File: src/sv/pnc_pkg.sv
`default_nettype none

package pnc_pkg;

  localparam int unsigned MAX_COLORS_DEF = 16;
  localparam int unsigned NumColorsW     = 5;
  localparam logic [NumColorsW-1:0] NumColorsRst = 5'd16;
  localparam int unsigned EntryIdxW      = 4;
  localparam int unsigned CompW          = 8;
  localparam int unsigned SqW            = 2 * CompW;
  localparam int unsigned DistW          = SqW + 2;

  localparam logic ActWrite = 1'b0;
  localparam logic ActQuery = 1'b1;

  typedef struct packed {
    logic [CompW-1:0] red;
    logic [CompW-1:0] green;
    logic [CompW-1:0] blue;
  } pnc_rgb_t;

  typedef struct packed {
    pnc_rgb_t rgb;
    logic     include_gray;
  } pnc_query_t;

  function automatic logic [SqW-1:0] sq_diff(logic [CompW-1:0] a, logic [CompW-1:0] b);
    logic [CompW-1:0] d;
    logic [SqW-1:0]   dw;
    d  = (a > b) ? (a - b) : (b - a);
    dw = {{CompW{1'b0}}, d};
    return dw * dw;
  endfunction

endpackage

`default_nettype wire

File: src/sv/pnc_in_if.sv
`default_nettype none

interface pnc_in_if;
  import pnc_pkg::*;

  logic                 valid;
  logic                 ready;
  logic                 action;
  logic [EntryIdxW-1:0] entry_index;
  logic [CompW-1:0]     red;
  logic [CompW-1:0]     green;
  logic [CompW-1:0]     blue;
  logic                 include_gray;

  modport source (
    output valid, action, entry_index, red, green, blue, include_gray,
    input  ready
  );

  modport sink (
    input  valid, action, entry_index, red, green, blue, include_gray,
    output ready
  );

endinterface

`default_nettype wire

File: src/sv/pnc_out_if.sv
`default_nettype none

interface pnc_out_if;
  import pnc_pkg::*;

  logic                 valid;
  logic                 ready;
  logic                 found;
  logic [EntryIdxW-1:0] best_index;
  logic [CompW-1:0]     best_red;
  logic [CompW-1:0]     best_green;
  logic [CompW-1:0]     best_blue;

  modport source (
    output valid, found, best_index, best_red, best_green, best_blue,
    input  ready
  );

  modport sink (
    input  valid, found, best_index, best_red, best_green, best_blue,
    output ready
  );

endinterface

`default_nettype wire

File: src/sv/palette_nearest_color_search.sv
// Nearest palette color search over a palette of MaxColors RGB entries.
// The input channel in_i carries two kinds of beats. A write beat (action 0)
// stores red, green and blue at entry_index and produces no result; an index
// at or beyond MaxColors is dropped. A query beat (action 1) scans entries
// 0 to min(num_colors, MaxColors)-1 and returns one result beat on out_o with
// the first entry of smallest squared distance, skipping gray entries unless
// include_gray is set. With no qualifying entry, found and all fields are 0.
// The palette sits in one synchronous RAM read one entry per cycle. A query
// occupies the block while it scans its entries, drains the pipeline and
// loads the result register; an empty scan goes straight to the last step.
// A write beat leaves the block idle. in_i.ready is high only while no query
// is in progress. The result waits in an output register: a stalled receiver
// does not stop the next beat from being accepted, but the following query
// holds in its final step until the register is free. num_colors is written
// through cfg_we_i and cfg_wdata_i; the user must write it only while the
// block is idle, which the block itself does not enforce. Reset sets
// num_colors to 16 and makes every palette entry read as zero; no clearing pass.
`default_nettype none

module palette_nearest_color_search import pnc_pkg::*; #(
  parameter int unsigned MaxColors = MAX_COLORS_DEF
) (
  input  wire logic                  clk_i,
  input  wire logic                  rst_ni,
  input  wire logic                  cfg_we_i,
  input  wire logic [NumColorsW-1:0] cfg_wdata_i,
  pnc_in_if.sink                     in_i,
  pnc_out_if.source                  out_o
);

  localparam int unsigned IdxW = $clog2(MaxColors);
  localparam int unsigned LimW = $clog2(MaxColors + 1);
  localparam int unsigned CntW = (LimW > NumColorsW) ? LimW : NumColorsW;

  logic [NumColorsW-1:0] num_colors_q;
  logic                  idle;
  logic                  accept;
  logic                  start;
  logic                  mem_we;
  logic [IdxW+EntryIdxW-1:0] waddr_ext;
  logic [IdxW-1:0]       waddr;
  pnc_rgb_t              in_rgb;
  pnc_query_t            query;
  logic                  rd_en;
  logic [IdxW-1:0]       rd_addr;
  pnc_rgb_t              rd_data;

  always_ff @(posedge clk_i or negedge rst_ni) begin
    if (!rst_ni) begin
      num_colors_q <= NumColorsRst;
    end else if (cfg_we_i) begin
      num_colors_q <= cfg_wdata_i;
    end
  end

  assign in_i.ready = idle;
  assign accept     = in_i.valid && idle;
  assign start      = accept && (in_i.action == ActQuery);
  assign in_rgb     = '{red: in_i.red, green: in_i.green, blue: in_i.blue};
  assign query      = '{rgb: in_rgb, include_gray: in_i.include_gray};

  assign waddr_ext = {{IdxW{1'b0}}, in_i.entry_index};
  assign waddr     = waddr_ext[IdxW-1:0];
  assign mem_we    = accept && (in_i.action == ActWrite)
                  && (CntW'(in_i.entry_index) < CntW'(MaxColors));

  pnc_palette_mem #(
    .MaxColors(MaxColors)
  ) u_mem (
    .clk_i  (clk_i),
    .rst_ni (rst_ni),
    .we_i   (mem_we),
    .waddr_i(waddr),
    .wdata_i(in_rgb),
    .re_i   (rd_en),
    .raddr_i(rd_addr),
    .rdata_o(rd_data)
  );

  pnc_scan #(
    .MaxColors(MaxColors)
  ) u_scan (
    .clk_i       (clk_i),
    .rst_ni      (rst_ni),
    .num_colors_i(num_colors_q),
    .start_i     (start),
    .query_i     (query),
    .idle_o      (idle),
    .rd_en_o     (rd_en),
    .rd_addr_o   (rd_addr),
    .rd_data_i   (rd_data),
    .out_o       (out_o)
  );

endmodule

`default_nettype wire

File: src/sv/pnc_palette_mem.sv
`default_nettype none

module pnc_palette_mem import pnc_pkg::*; #(
  parameter int unsigned MaxColors = MAX_COLORS_DEF,
  localparam int unsigned IdxW = $clog2(MaxColors)
) (
  input  wire logic            clk_i,
  input  wire logic            rst_ni,
  input  wire logic            we_i,
  input  wire logic [IdxW-1:0] waddr_i,
  input  pnc_rgb_t             wdata_i,
  input  wire logic            re_i,
  input  wire logic [IdxW-1:0] raddr_i,
  output pnc_rgb_t             rdata_o
);

  pnc_rgb_t             mem_q [MaxColors];
  pnc_rgb_t             rdata_q;
  logic                 rvalid_q;
  logic [MaxColors-1:0] valid_q;

  always_ff @(posedge clk_i) begin
    if (we_i) begin
      mem_q[waddr_i] <= wdata_i;
    end
    if (re_i) begin
      rdata_q <= mem_q[raddr_i];
    end
  end

  // Entries never written read as zero, which is the reset content.
  always_ff @(posedge clk_i or negedge rst_ni) begin
    if (!rst_ni) begin
      valid_q  <= '0;
      rvalid_q <= 1'b0;
    end else begin
      if (we_i) begin
        valid_q[waddr_i] <= 1'b1;
      end
      if (re_i) begin
        rvalid_q <= valid_q[raddr_i];
      end
    end
  end

  assign rdata_o = rvalid_q ? rdata_q : '0;

endmodule

`default_nettype wire

File: src/sv/pnc_scan.sv
`default_nettype none

module pnc_scan import pnc_pkg::*; #(
  parameter int unsigned MaxColors = MAX_COLORS_DEF,
  localparam int unsigned IdxW = $clog2(MaxColors)
) (
  input  wire logic                  clk_i,
  input  wire logic                  rst_ni,
  input  wire logic [NumColorsW-1:0] num_colors_i,
  input  wire logic                  start_i,
  input  pnc_query_t                 query_i,
  output logic                       idle_o,
  output logic                       rd_en_o,
  output logic [IdxW-1:0]            rd_addr_o,
  input  pnc_rgb_t                   rd_data_i,
  pnc_out_if.source                  out_o
);

  localparam int unsigned LimW = $clog2(MaxColors + 1);
  localparam int unsigned CntW = (LimW > NumColorsW) ? LimW : NumColorsW;

  localparam logic [1:0] StIdle  = 2'd0;
  localparam logic [1:0] StScan  = 2'd1;
  localparam logic [1:0] StDrain = 2'd2;
  localparam logic [1:0] StDone  = 2'd3;

  logic [1:0]      state_q, state_d;
  logic [CntW-1:0] cnt_q, cnt_d;
  logic [CntW-1:0] limit_q, limit_d;
  logic [CntW-1:0] nc_ext;
  pnc_query_t      qry_q;

  logic            s1_vld_q;
  logic [IdxW-1:0] s1_idx_q;
  logic            s2_vld_q;
  logic            s2_ok_q;
  logic [IdxW-1:0] s2_idx_q;
  pnc_rgb_t        s2_rgb_q;
  logic [DistW-1:0] s2_dist_q;

  logic            s1_gray;
  logic            s1_ok;
  logic [DistW-1:0] s1_dist;
  logic            take;

  logic            found_q;
  logic [IdxW-1:0] best_idx_q;
  pnc_rgb_t        best_rgb_q;
  logic [DistW-1:0] best_dist_q;

  logic            out_load;
  logic            out_vld_q;
  logic            out_found_q;
  logic [EntryIdxW-1:0] out_idx_q;
  pnc_rgb_t        out_rgb_q;
  logic [IdxW+EntryIdxW-1:0] best_idx_ext;

  assign nc_ext  = CntW'(num_colors_i);
  assign limit_d = (nc_ext > CntW'(MaxColors)) ? CntW'(MaxColors) : nc_ext;

  assign idle_o    = (state_q == StIdle);
  assign rd_en_o   = (state_q == StScan);
  assign rd_addr_o = cnt_q[IdxW-1:0];
  assign out_load  = (state_q == StDone) && (!out_vld_q || out_o.ready);

  always_comb begin
    state_d = state_q;
    cnt_d   = cnt_q;
    case (state_q)
      StIdle: begin
        if (start_i) begin
          cnt_d   = '0;
          state_d = (limit_d == '0) ? StDone : StScan;
        end
      end
      StScan: begin
        cnt_d = cnt_q + 1'b1;
        if (cnt_q == limit_q - 1'b1) begin
          state_d = StDrain;
        end
      end
      StDrain: begin
        if (!s1_vld_q && !s2_vld_q) begin
          state_d = StDone;
        end
      end
      StDone: begin
        if (out_load) begin
          state_d = StIdle;
        end
      end
      default: state_d = StIdle;
    endcase
  end

  assign s1_gray = (rd_data_i.red == rd_data_i.green) && (rd_data_i.red == rd_data_i.blue);
  assign s1_ok   = qry_q.include_gray || !s1_gray;
  assign s1_dist = DistW'(sq_diff(rd_data_i.red, qry_q.rgb.red))
                 + DistW'(sq_diff(rd_data_i.green, qry_q.rgb.green))
                 + DistW'(sq_diff(rd_data_i.blue, qry_q.rgb.blue));

  assign take = s2_vld_q && s2_ok_q && (!found_q || (s2_dist_q < best_dist_q));

  always_ff @(posedge clk_i or negedge rst_ni) begin
    if (!rst_ni) begin
      state_q   <= StIdle;
      cnt_q     <= '0;
      limit_q   <= '0;
      s1_vld_q  <= 1'b0;
      s2_vld_q  <= 1'b0;
      found_q   <= 1'b0;
      out_vld_q <= 1'b0;
    end else begin
      state_q  <= state_d;
      cnt_q    <= cnt_d;
      s1_vld_q <= rd_en_o;
      s2_vld_q <= s1_vld_q;
      if (start_i) begin
        limit_q <= limit_d;
        found_q <= 1'b0;
      end else if (take) begin
        found_q <= 1'b1;
      end
      if (out_load) begin
        out_vld_q <= 1'b1;
      end else if (out_o.ready) begin
        out_vld_q <= 1'b0;
      end
    end
  end

  always_ff @(posedge clk_i) begin
    if (start_i) begin
      qry_q <= query_i;
    end
    s1_idx_q  <= rd_addr_o;
    s2_idx_q  <= s1_idx_q;
    s2_ok_q   <= s1_ok;
    s2_rgb_q  <= rd_data_i;
    s2_dist_q <= s1_dist;
    if (take) begin
      best_idx_q  <= s2_idx_q;
      best_rgb_q  <= s2_rgb_q;
      best_dist_q <= s2_dist_q;
    end
  end

  assign best_idx_ext = {{EntryIdxW{1'b0}}, best_idx_q};

  always_ff @(posedge clk_i) begin
    if (out_load) begin
      out_found_q <= found_q;
      out_idx_q   <= found_q ? best_idx_ext[EntryIdxW-1:0] : '0;
      out_rgb_q   <= found_q ? best_rgb_q : '0;
    end
  end

  assign out_o.valid      = out_vld_q;
  assign out_o.found      = out_found_q;
  assign out_o.best_index = out_idx_q;
  assign out_o.best_red   = out_rgb_q.red;
  assign out_o.best_green = out_rgb_q.green;
  assign out_o.best_blue  = out_rgb_q.blue;

endmodule

`default_nettype wire

File: src/flat_wrapper.sv
// flat-port wrapper written by rule: the top's interface ports become plain ports
module palette_nearest_color_search_flat import pnc_pkg::*;
#(
  parameter int unsigned MaxColors = MAX_COLORS_DEF
)
  (clk_i, rst_ni, cfg_we_i, cfg_wdata_i, in_i_valid, in_i_action, in_i_entry_index, in_i_red, in_i_green, in_i_blue, in_i_include_gray, in_i_ready, out_o_valid, out_o_found, out_o_best_index, out_o_best_red, out_o_best_green, out_o_best_blue, out_o_ready);
  pnc_in_if in_i_i ();
  pnc_out_if out_o_i ();
  input  wire logic clk_i;
  input  wire logic rst_ni;
  input  wire logic cfg_we_i;
  input  wire logic [NumColorsW-1:0] cfg_wdata_i;
  input wire logic [$bits(in_i_i.valid)-1:0] in_i_valid;
  input wire logic [$bits(in_i_i.action)-1:0] in_i_action;
  input wire logic [$bits(in_i_i.entry_index)-1:0] in_i_entry_index;
  input wire logic [$bits(in_i_i.red)-1:0] in_i_red;
  input wire logic [$bits(in_i_i.green)-1:0] in_i_green;
  input wire logic [$bits(in_i_i.blue)-1:0] in_i_blue;
  input wire logic [$bits(in_i_i.include_gray)-1:0] in_i_include_gray;
  output wire logic [$bits(in_i_i.ready)-1:0] in_i_ready;
  output wire logic [$bits(out_o_i.valid)-1:0] out_o_valid;
  output wire logic [$bits(out_o_i.found)-1:0] out_o_found;
  output wire logic [$bits(out_o_i.best_index)-1:0] out_o_best_index;
  output wire logic [$bits(out_o_i.best_red)-1:0] out_o_best_red;
  output wire logic [$bits(out_o_i.best_green)-1:0] out_o_best_green;
  output wire logic [$bits(out_o_i.best_blue)-1:0] out_o_best_blue;
  input wire logic [$bits(out_o_i.ready)-1:0] out_o_ready;
  assign in_i_i.valid = in_i_valid;
  assign in_i_i.action = in_i_action;
  assign in_i_i.entry_index = in_i_entry_index;
  assign in_i_i.red = in_i_red;
  assign in_i_i.green = in_i_green;
  assign in_i_i.blue = in_i_blue;
  assign in_i_i.include_gray = in_i_include_gray;
  assign in_i_ready = in_i_i.ready;
  assign out_o_valid = out_o_i.valid;
  assign out_o_found = out_o_i.found;
  assign out_o_best_index = out_o_i.best_index;
  assign out_o_best_red = out_o_i.best_red;
  assign out_o_best_green = out_o_i.best_green;
  assign out_o_best_blue = out_o_i.best_blue;
  assign out_o_i.ready = out_o_ready;
  palette_nearest_color_search #(.MaxColors(MaxColors)) u_core (.clk_i(clk_i), .rst_ni(rst_ni), .cfg_we_i(cfg_we_i), .cfg_wdata_i(cfg_wdata_i), .in_i(in_i_i), .out_o(out_o_i));
endmodule
File: config.mk
export PLATFORM = sky130hd
export DESIGN_NAME = palette_nearest_color_search_flat
export DESIGN_NICKNAME = d
export VERILOG_FILES = /design/src/sv/pnc_pkg.sv /design/src/sv/pnc_in_if.sv /design/src/sv/pnc_out_if.sv /design/src/sv/palette_nearest_color_search.sv /design/src/sv/pnc_palette_mem.sv /design/src/sv/pnc_scan.sv /design/src/flat_wrapper.sv
export SDC_FILE = /design/constraint.sdc
export NUM_CORES = 1
export LEC_CHECK = 0
export BUFFER_PORTS_ARGS = -buffer_cell sky130_fd_sc_hd__buf_2
export CAP_MARGIN = 20
export CORE_MARGIN = 1.5
export CORE_UTILIZATION = 35
export DETAILED_ROUTE_END_ITERATION = 8
export SLEW_MARGIN = 10
export SYNTH_ARGS = -nofsm -noshare
export SYNTH_HDL_FRONTEND = slang
export SYNTH_SLANG_ARGS = --single-unit
File: constraint.sdc
create_clock -name clk_i -period 20.5 [get_ports clk_i]
set_input_delay 2.05 -clock clk_i [delete_from_list [all_inputs] [get_ports clk_i]]
set_output_delay 2.05 -clock clk_i [all_outputs]
set_load 0.05 [all_outputs]
# Yosys cells after proc, flatten, opt, wreduce, memory -nomap -nowiden

Memories as Yosys holds them, arrays and structs flattened. A register that Yosys moved wholly into a read port is not among the register bits.
Cells that the tools add are included.

Register bits: 189
Memory bits (writable): 384
Input port bits: 40
Output and inout port bits: 31
Word-level logic and storage cells: 112
Memories: 1

Add/sub/neg operators: 10
Multipliers: 3
$lt $le $gt $ge: 8
Eq/ne operators: 10
Muxes and demuxes: 23
Bitwise operators: 2
Reduce and logical (&&, ||, !) cells: 24

Memory list:

| name               | words | bits a word | read ports | clocked after Yosys merged registers in | write ports | line                  | RTL |
|---|---|---|---|---|---|---|---|
| u_core.u_mem.mem_q | 16    | 24          | 1          | 1                                       | 1           | pnc_palette_mem.sv:17 | `pnc_rgb_t mem_q [MaxColors];` |

Operators with widths:

| operator                                                             | count |
|---|---|
| 8-bit by 8-bit multiplier with 16-bit output                         | 3 |
| 8-bit subtractor                                                     | 6 |
| 8-bit greater-than comparator                                        | 3 |
| 24-bit 2-to-1 mux                                                    | 1 |
| 8-bit 2-to-1 mux                                                     | 3 |
| 17-bit by 16-bit adder with 18-bit output                            | 1 |
| 18-bit < comparator                                                  | 1 |
| 16-bit by 16-bit adder with 17-bit output                            | 1 |
| 8-bit == test                                                        | 2 |
| 16-bit bitwise OR                                                    | 1 |
| 4-bit by 5-bit < comparator with 1-bit output, second input constant | 2 |
| 2-bit 2-to-1 mux                                                     | 5 |
| 5-bit 2-to-1 mux                                                     | 2 |
| 5-bit one-hot mux with 2 select lines                                | 1 |
| 1-bit logical AND                                                    | 9 |
| 1-bit 2-to-1 mux                                                     | 8 |
| 2-bit one-hot mux with 4 select lines                                | 1 |
| 2-bit inequality test, second input constant                         | 3 |
| 2-bit nonzero test                                                   | 3 |
| 5-bit by 1-bit adder with 5-bit output, second input constant        | 1 |
| 5-bit == test                                                        | 1 |
| 5-bit greater-than comparator, second input constant                 | 1 |
| 1-bit logical NOT                                                    | 5 |
| 5-bit logical NOT                                                    | 1 |
| other kinds (12)                                                     | 15 |

# Depth between registers and ports, before layout

Word-level depth: 6
Gate-level depth with buffers: 36
Mapped depth without buffers: 33

# By module

From an unflattened synthesis, not the netlist that was laid out.

Cell total of the unflattened synthesis: 1928
Area total of the unflattened synthesis: 29488.3 um^2

By module, submodules not included:

| module                       | instances | cells an instance | area an instance (um^2) | seq. area each (um^2) |
|---|---|---|---|---|
| pnc_palette_mem              | 1         | 646               | 16025.4                 | 12677.2 |
| pnc_scan                     | 1         | 1270              | 13265.2                 | 4424.2 |
| palette_nearest_color_search | 1         | 12                | 197.7                   | 126.4 |

# Worst setup path after synthesis

Ideal clock, no wire load.

Path type: reg-to-reg
Start point: register u_core.u_mem.rvalid_q
End point: register u_core.u_scan.s2_dist_q[17]
Library setup time: 127 ps
Arrival: 7973 ps
Required time: 20373 ps
Path slack: 12401 ps
Cell stages (with the launch flop): 29
Buffers on the path: 2
Clock period less this slack: 8099 ps
Cells stage by stage: dfrtp_1 -> clkbuf_1 -> clkbuf_1 -> nand2_1 -> ha_1 -> inv_1 -> fa_1 -> a21o_1 -> a311o_1 -> nand3b_2 -> mux2i_1 -> xnor2_2 -> or2_2 -> fa_1 -> fa_1 -> fa_1 -> fa_1 -> inv_1 -> fa_1 -> fa_1 -> fa_1 -> ha_1 -> nor2b_1 -> o21a_1 -> o21ai_0 -> and2_1 -> o31ai_1 -> nor4b_1 -> or3_1

Longest elaborated chain between the ends: 6
Elaborated cells between the ends (all ways): 18
Those cells by class: add/sub: 8; mul: 3; order compare: 3; mux: 4

Ends and longest elaborated chain:

| what                                                                     | line                  | RTL |
|---|---|---|
| start, declared                                                          | pnc_palette_mem.sv:19 | `logic rvalid_q;` |
| start signal, assigned                                                   | pnc_palette_mem.sv:41 | `rvalid_q <= valid_q[raddr_i];` |
| 24-bit 2-to-1 mux (*)                                                    | pnc_palette_mem.sv:46 | `assign rdata_o = rvalid_q ? rdata_q : '0;` |
| 8-bit subtractor / 8-bit greater-than comparator (equally long branches) | pnc_pkg.sv:30         | `d = (a > b) ? (a - b) : (b - a);` |
| 8-bit 2-to-1 mux                                                         | pnc_pkg.sv:30         |  |
| 8-bit by 8-bit multiplier with 16-bit output                             | pnc_pkg.sv:32         | `return dw * dw;` |
| 16-bit by 16-bit adder with 17-bit output                                | pnc_scan.sv:99        | `+ DistW'(sq_diff(rd_data_i.green, qry_q.rgb.green))` |
| 17-bit by 16-bit adder with 18-bit output (*)                            | pnc_scan.sv:100       | `+ DistW'(sq_diff(rd_data_i.blue, qry_q.rgb.blue));` |
| named net u_core.u_scan.s1_dist[17]                                      | pnc_scan.sv:43        | `logic [DistW-1:0] s1_dist;` |
| end signal, assigned                                                     | pnc_scan.sv:140       | `s2_dist_q <= s1_dist;` |
| end, declared                                                            | pnc_scan.sv:39        | `logic [DistW-1:0] s2_dist_q;` |

The timed path passes the listed nets; every way through them passes the cells marked *.
A chain may end at the register's enable or synchronous reset.

==> flow_metrics.env <==
export IMPL_antenna_left=0
export IMPL_min_path_type="flop to flop"
export IMPL_setup_viol_count_final=0
export IMPL_grt_pass1_vias=16700
export IMPL_clk_path_buf_depth=3
export IMPL_synth_area_leader_cell="edfxtp_1"
export IMPL_routabilityCongestion=0.840
export IMPL_dr_pass1_iters=5
export IMPL_most_common_layout_cells="edfxtp_1, inv_1, ha_1"
export IMPL_clk_latency_ns=0.61
export IMPL_io_pins=71
export IMPL_fin_skew_ns=0.0212
export IMPL_clk_pin_slew_ns=0.06
export IMPL_holdPathEnd="u_core.u_scan.s2_idx_q[2]"
export IMPL_antenna_found_initial=7
export IMPL_synth_top_flop_cell="edfxtp_1"
export IMPL_synthArstFlopShare_pct=6.37
export IMPL_whs_path_depth=0
export IMPL_tightest_slew_ns=1.12
export IMPL_rrSetupSlack_ns=11.20
export IMPL_start_util_pct=35.5
export IMPL_netlist_area_um2=29300
export IMPL_seq_area_frac_synth_pct=58.9
export IMPL_grt_max_degree=55
export IMPL_critPathSlowestCell="dfrtp_1"
export IMPL_path_class="flop to flop"
export IMPL_grt_ovfl_total=0
export IMPL_num_vias=15300
export IMPL_post_cts_buffers=0
export IMPL_path_common_cell="fa_1"
export IMPL_ys_ff_latch=597
export IMPL_drv_cap=0
export IMPL_r2r_start="u_core.u_mem.rvalid_q"
export IMPL_slew_violations=0
export IMPL_drc=0
export IMPL_numCtsBuffers=67
export IMPL_dieWidth_um=292
export IMPL_fin_tns_setup_ns=0
export IMPL_ff2ff_path_depth=28
export IMPL_detail_route_wl_per_cell_um=20.4
export IMPL_htreeDepth=3
export IMPL_holdWs_ns=0.327
export IMPL_rsz0062_at_grt="false"
export IMPL_yosys_warnings=0
export IMPL_clock_sinks=597
export IMPL_relSlewSlack_pct=25.0
export IMPL_drtIter0Drc=987
export IMPL_critPathLaunchType="flop"
export IMPL_syn_to_final_growth_pct=13.3
export IMPL_hp_start="u_core.u_scan.s1_idx_q[2]"
export IMPL_cpPeakStageDelay_ns=0.92
export IMPL_dp_cells=3006
export IMPL_cts_tree="done"
export IMPL_grt_first_pass_wirelength_mm=98.7
export IMPL_synth_edf_count=508
export IMPL_avgSynthCellArea_um2=15.5
export IMPL_period_share_pct=45.4
export IMPL_clockRootBuffer="clkbuf_16"
export IMPL_crit_required_ns=20.98
export IMPL_final_hold_violation_count=0
export IMPL_r2r_end="u_core.u_scan.s2_dist_q[17]"
export IMPL_cts_resized=0
export IMPL_num_rows=105
export IMPL_synth_cell_type_count=71
export IMPL_grt_usage_pct=15.3
export IMPL_drt_wl_total_mm=63.8
export IMPL_dieHeight_um=292
export IMPL_cp_max_fo=26
export IMPL_critPathArrivalTime_ns=9.78
export IMPL_status="finished clean"
export IMPL_layout_drive_gt1_share_pct=19.0
export IMPL_vias_per_cell=4.90
export IMPL_io_buffers=70
export IMPL_synth_area_leaders="edfxtp_1, mux4_2, fa_1"
export IMPL_dp_hpwl_mm=42.4
export IMPL_layout_commonest_cell="edfxtp_1"
export IMPL_core_area_um2=82400
export IMPL_period_needed_ns=9.30
export IMPL_final_cells=3129
export IMPL_fmax_mhz=108
export IMPL_synthesis_nets=2214
export IMPL_cts_hold_buffers=0
export IMPL_cp_end_kind="flop"
export IMPL_synth_cells=1889
export IMPL_nNetsFinal=2330
export IMPL_synth_top_area_share_pct=52.1
export IMPL_die_area_um2=85400
## sequential cells by signal, indices dropped and copies added (netlist names), 2 cells and up
register,count
u_core.u_scan.best_rgb_q,24
u_core.u_scan.limit_q,5
u_core.u_scan.s2_dist_q,18
u_core.u_mem.valid_q,16
u_core.u_mem.rdata_q,24
u_core.u_scan.out_o.best_red,8
u_core.u_mem.mem_q,384
u_core.u_scan.out_o.best_index,4
u_core.u_scan.best_dist_q,18
u_core.u_scan.out_o.best_blue,8
u_core.u_scan.best_idx_q,4
u_core.u_scan.s1_idx_q,4
u_core.u_scan.state_q,2
u_core.u_scan.out_o.best_green,8
u_core.num_colors_q,5
u_core.u_scan.qry_q,25
u_core.u_scan.s2_idx_q,4
u_core.u_scan.cnt_q,5
u_core.u_scan.s2_rgb_q,24
## per-stage QoR
step                      setup slack [ns]  cell area, um2  util, %
after CTS                            11.15           33200     40.3
after global routing                 10.53           33200     40.3
after global placement               11.33           31000     37.7
after detailed placement             11.21           31000     37.7
after floorplan                      12.40           29300        -
final                                11.20           33200     40.3
## routing by layer
layer	wire [um]	track usage, %	vias up
li1	-	-	6987
met1	26100	18.7	7958
met2	33300	27.2	283
met3	2750	2.49	92
met4	1650	5.36	10
met5	54	0	-
## cell type report
type                            count  area, um2
Antenna cell                        1       2.50
Inverter                          283       1060
Multi-Input combinational cell    958      10800
Clock inverter                     38        383
Clock buffer                       84       1760
Sequential cell                   597      17200
Timing Repair Buffer               98        561
Fill cell                        7421      49200
Tap cell                         1070       1340
## Yosys cell counts (4+ instances only)
cell type and number:
a21o_1 20, fa_1 138, edfxtp_1 508, clkbuf_1 21, and2_1 35, mux2i_1 17
nand3_1 9, xor2_1 10, o21bai_1 9, nor2b_1 8, nand2b_1 27, o22ai_1 4
a31oi_1 6, nand2_1 63, xnor2_1 26, nor2_1 100, ha_1 147, or2_2 28
o21ai_0 29, dfxtp_1 51, a211oi_1 7, mux4_2 125, nand4_1 6, dfrtp_1 37
nor3_1 18, nand3b_1 7, inv_1 282, buf_1 6, or4_1 4, mux2_2 9
and3_1 8, a21oi_1 48, buf_2 23
## critical path, delay by kind of cell, from the launching register on
kind	cells	cell delay, ns
and+or+nand+nor	7	1.56
DFF	1	0.92
xor gates and xnor gates	1	0.78
buffers and inverters	5	0.42
AOI/OAI and AO/OA	6	1.32
adders and majority gates	9	4.13
## how the worst max path moves through the flow
stage                           from                          end  slack, ns
2_1_floorplan  u_core.u_mem.rvalid_q  u_core.u_scan.s2_dist_q[17]      12.40
3_3_place_gp   u_core.u_mem.rvalid_q  u_core.u_scan.s2_dist_q[17]      11.33
3_5_place_dp   u_core.u_mem.rvalid_q  u_core.u_scan.s2_dist_q[17]      11.21
4_1_cts        u_core.u_mem.rvalid_q  u_core.u_scan.s2_dist_q[17]      11.15
5_1_grt        u_core.u_mem.rvalid_q  u_core.u_scan.s2_dist_q[17]      10.53
6_report       u_core.u_mem.rvalid_q  u_core.u_scan.s2_dist_q[17]      11.20
## cell families (layout without fill, tap and decap cells)
kind of cell    after synthesis  in the layout  synth area share, %
mux                         152            152                 10.6
simple gates                327            327                 5.62
compound gates              154            154                 3.47
other cells                   0              1                    0
flops                       597            597                 58.9
buf+inv                     334            503                 4.41
fa+ha+maj                   285            285                 15.7
xor+xnor                     40             40                 1.34
Power is left out: the tool's default activity adds up to more than one toggle a clock period on the data nets, which glitch-free logic cannot reach.
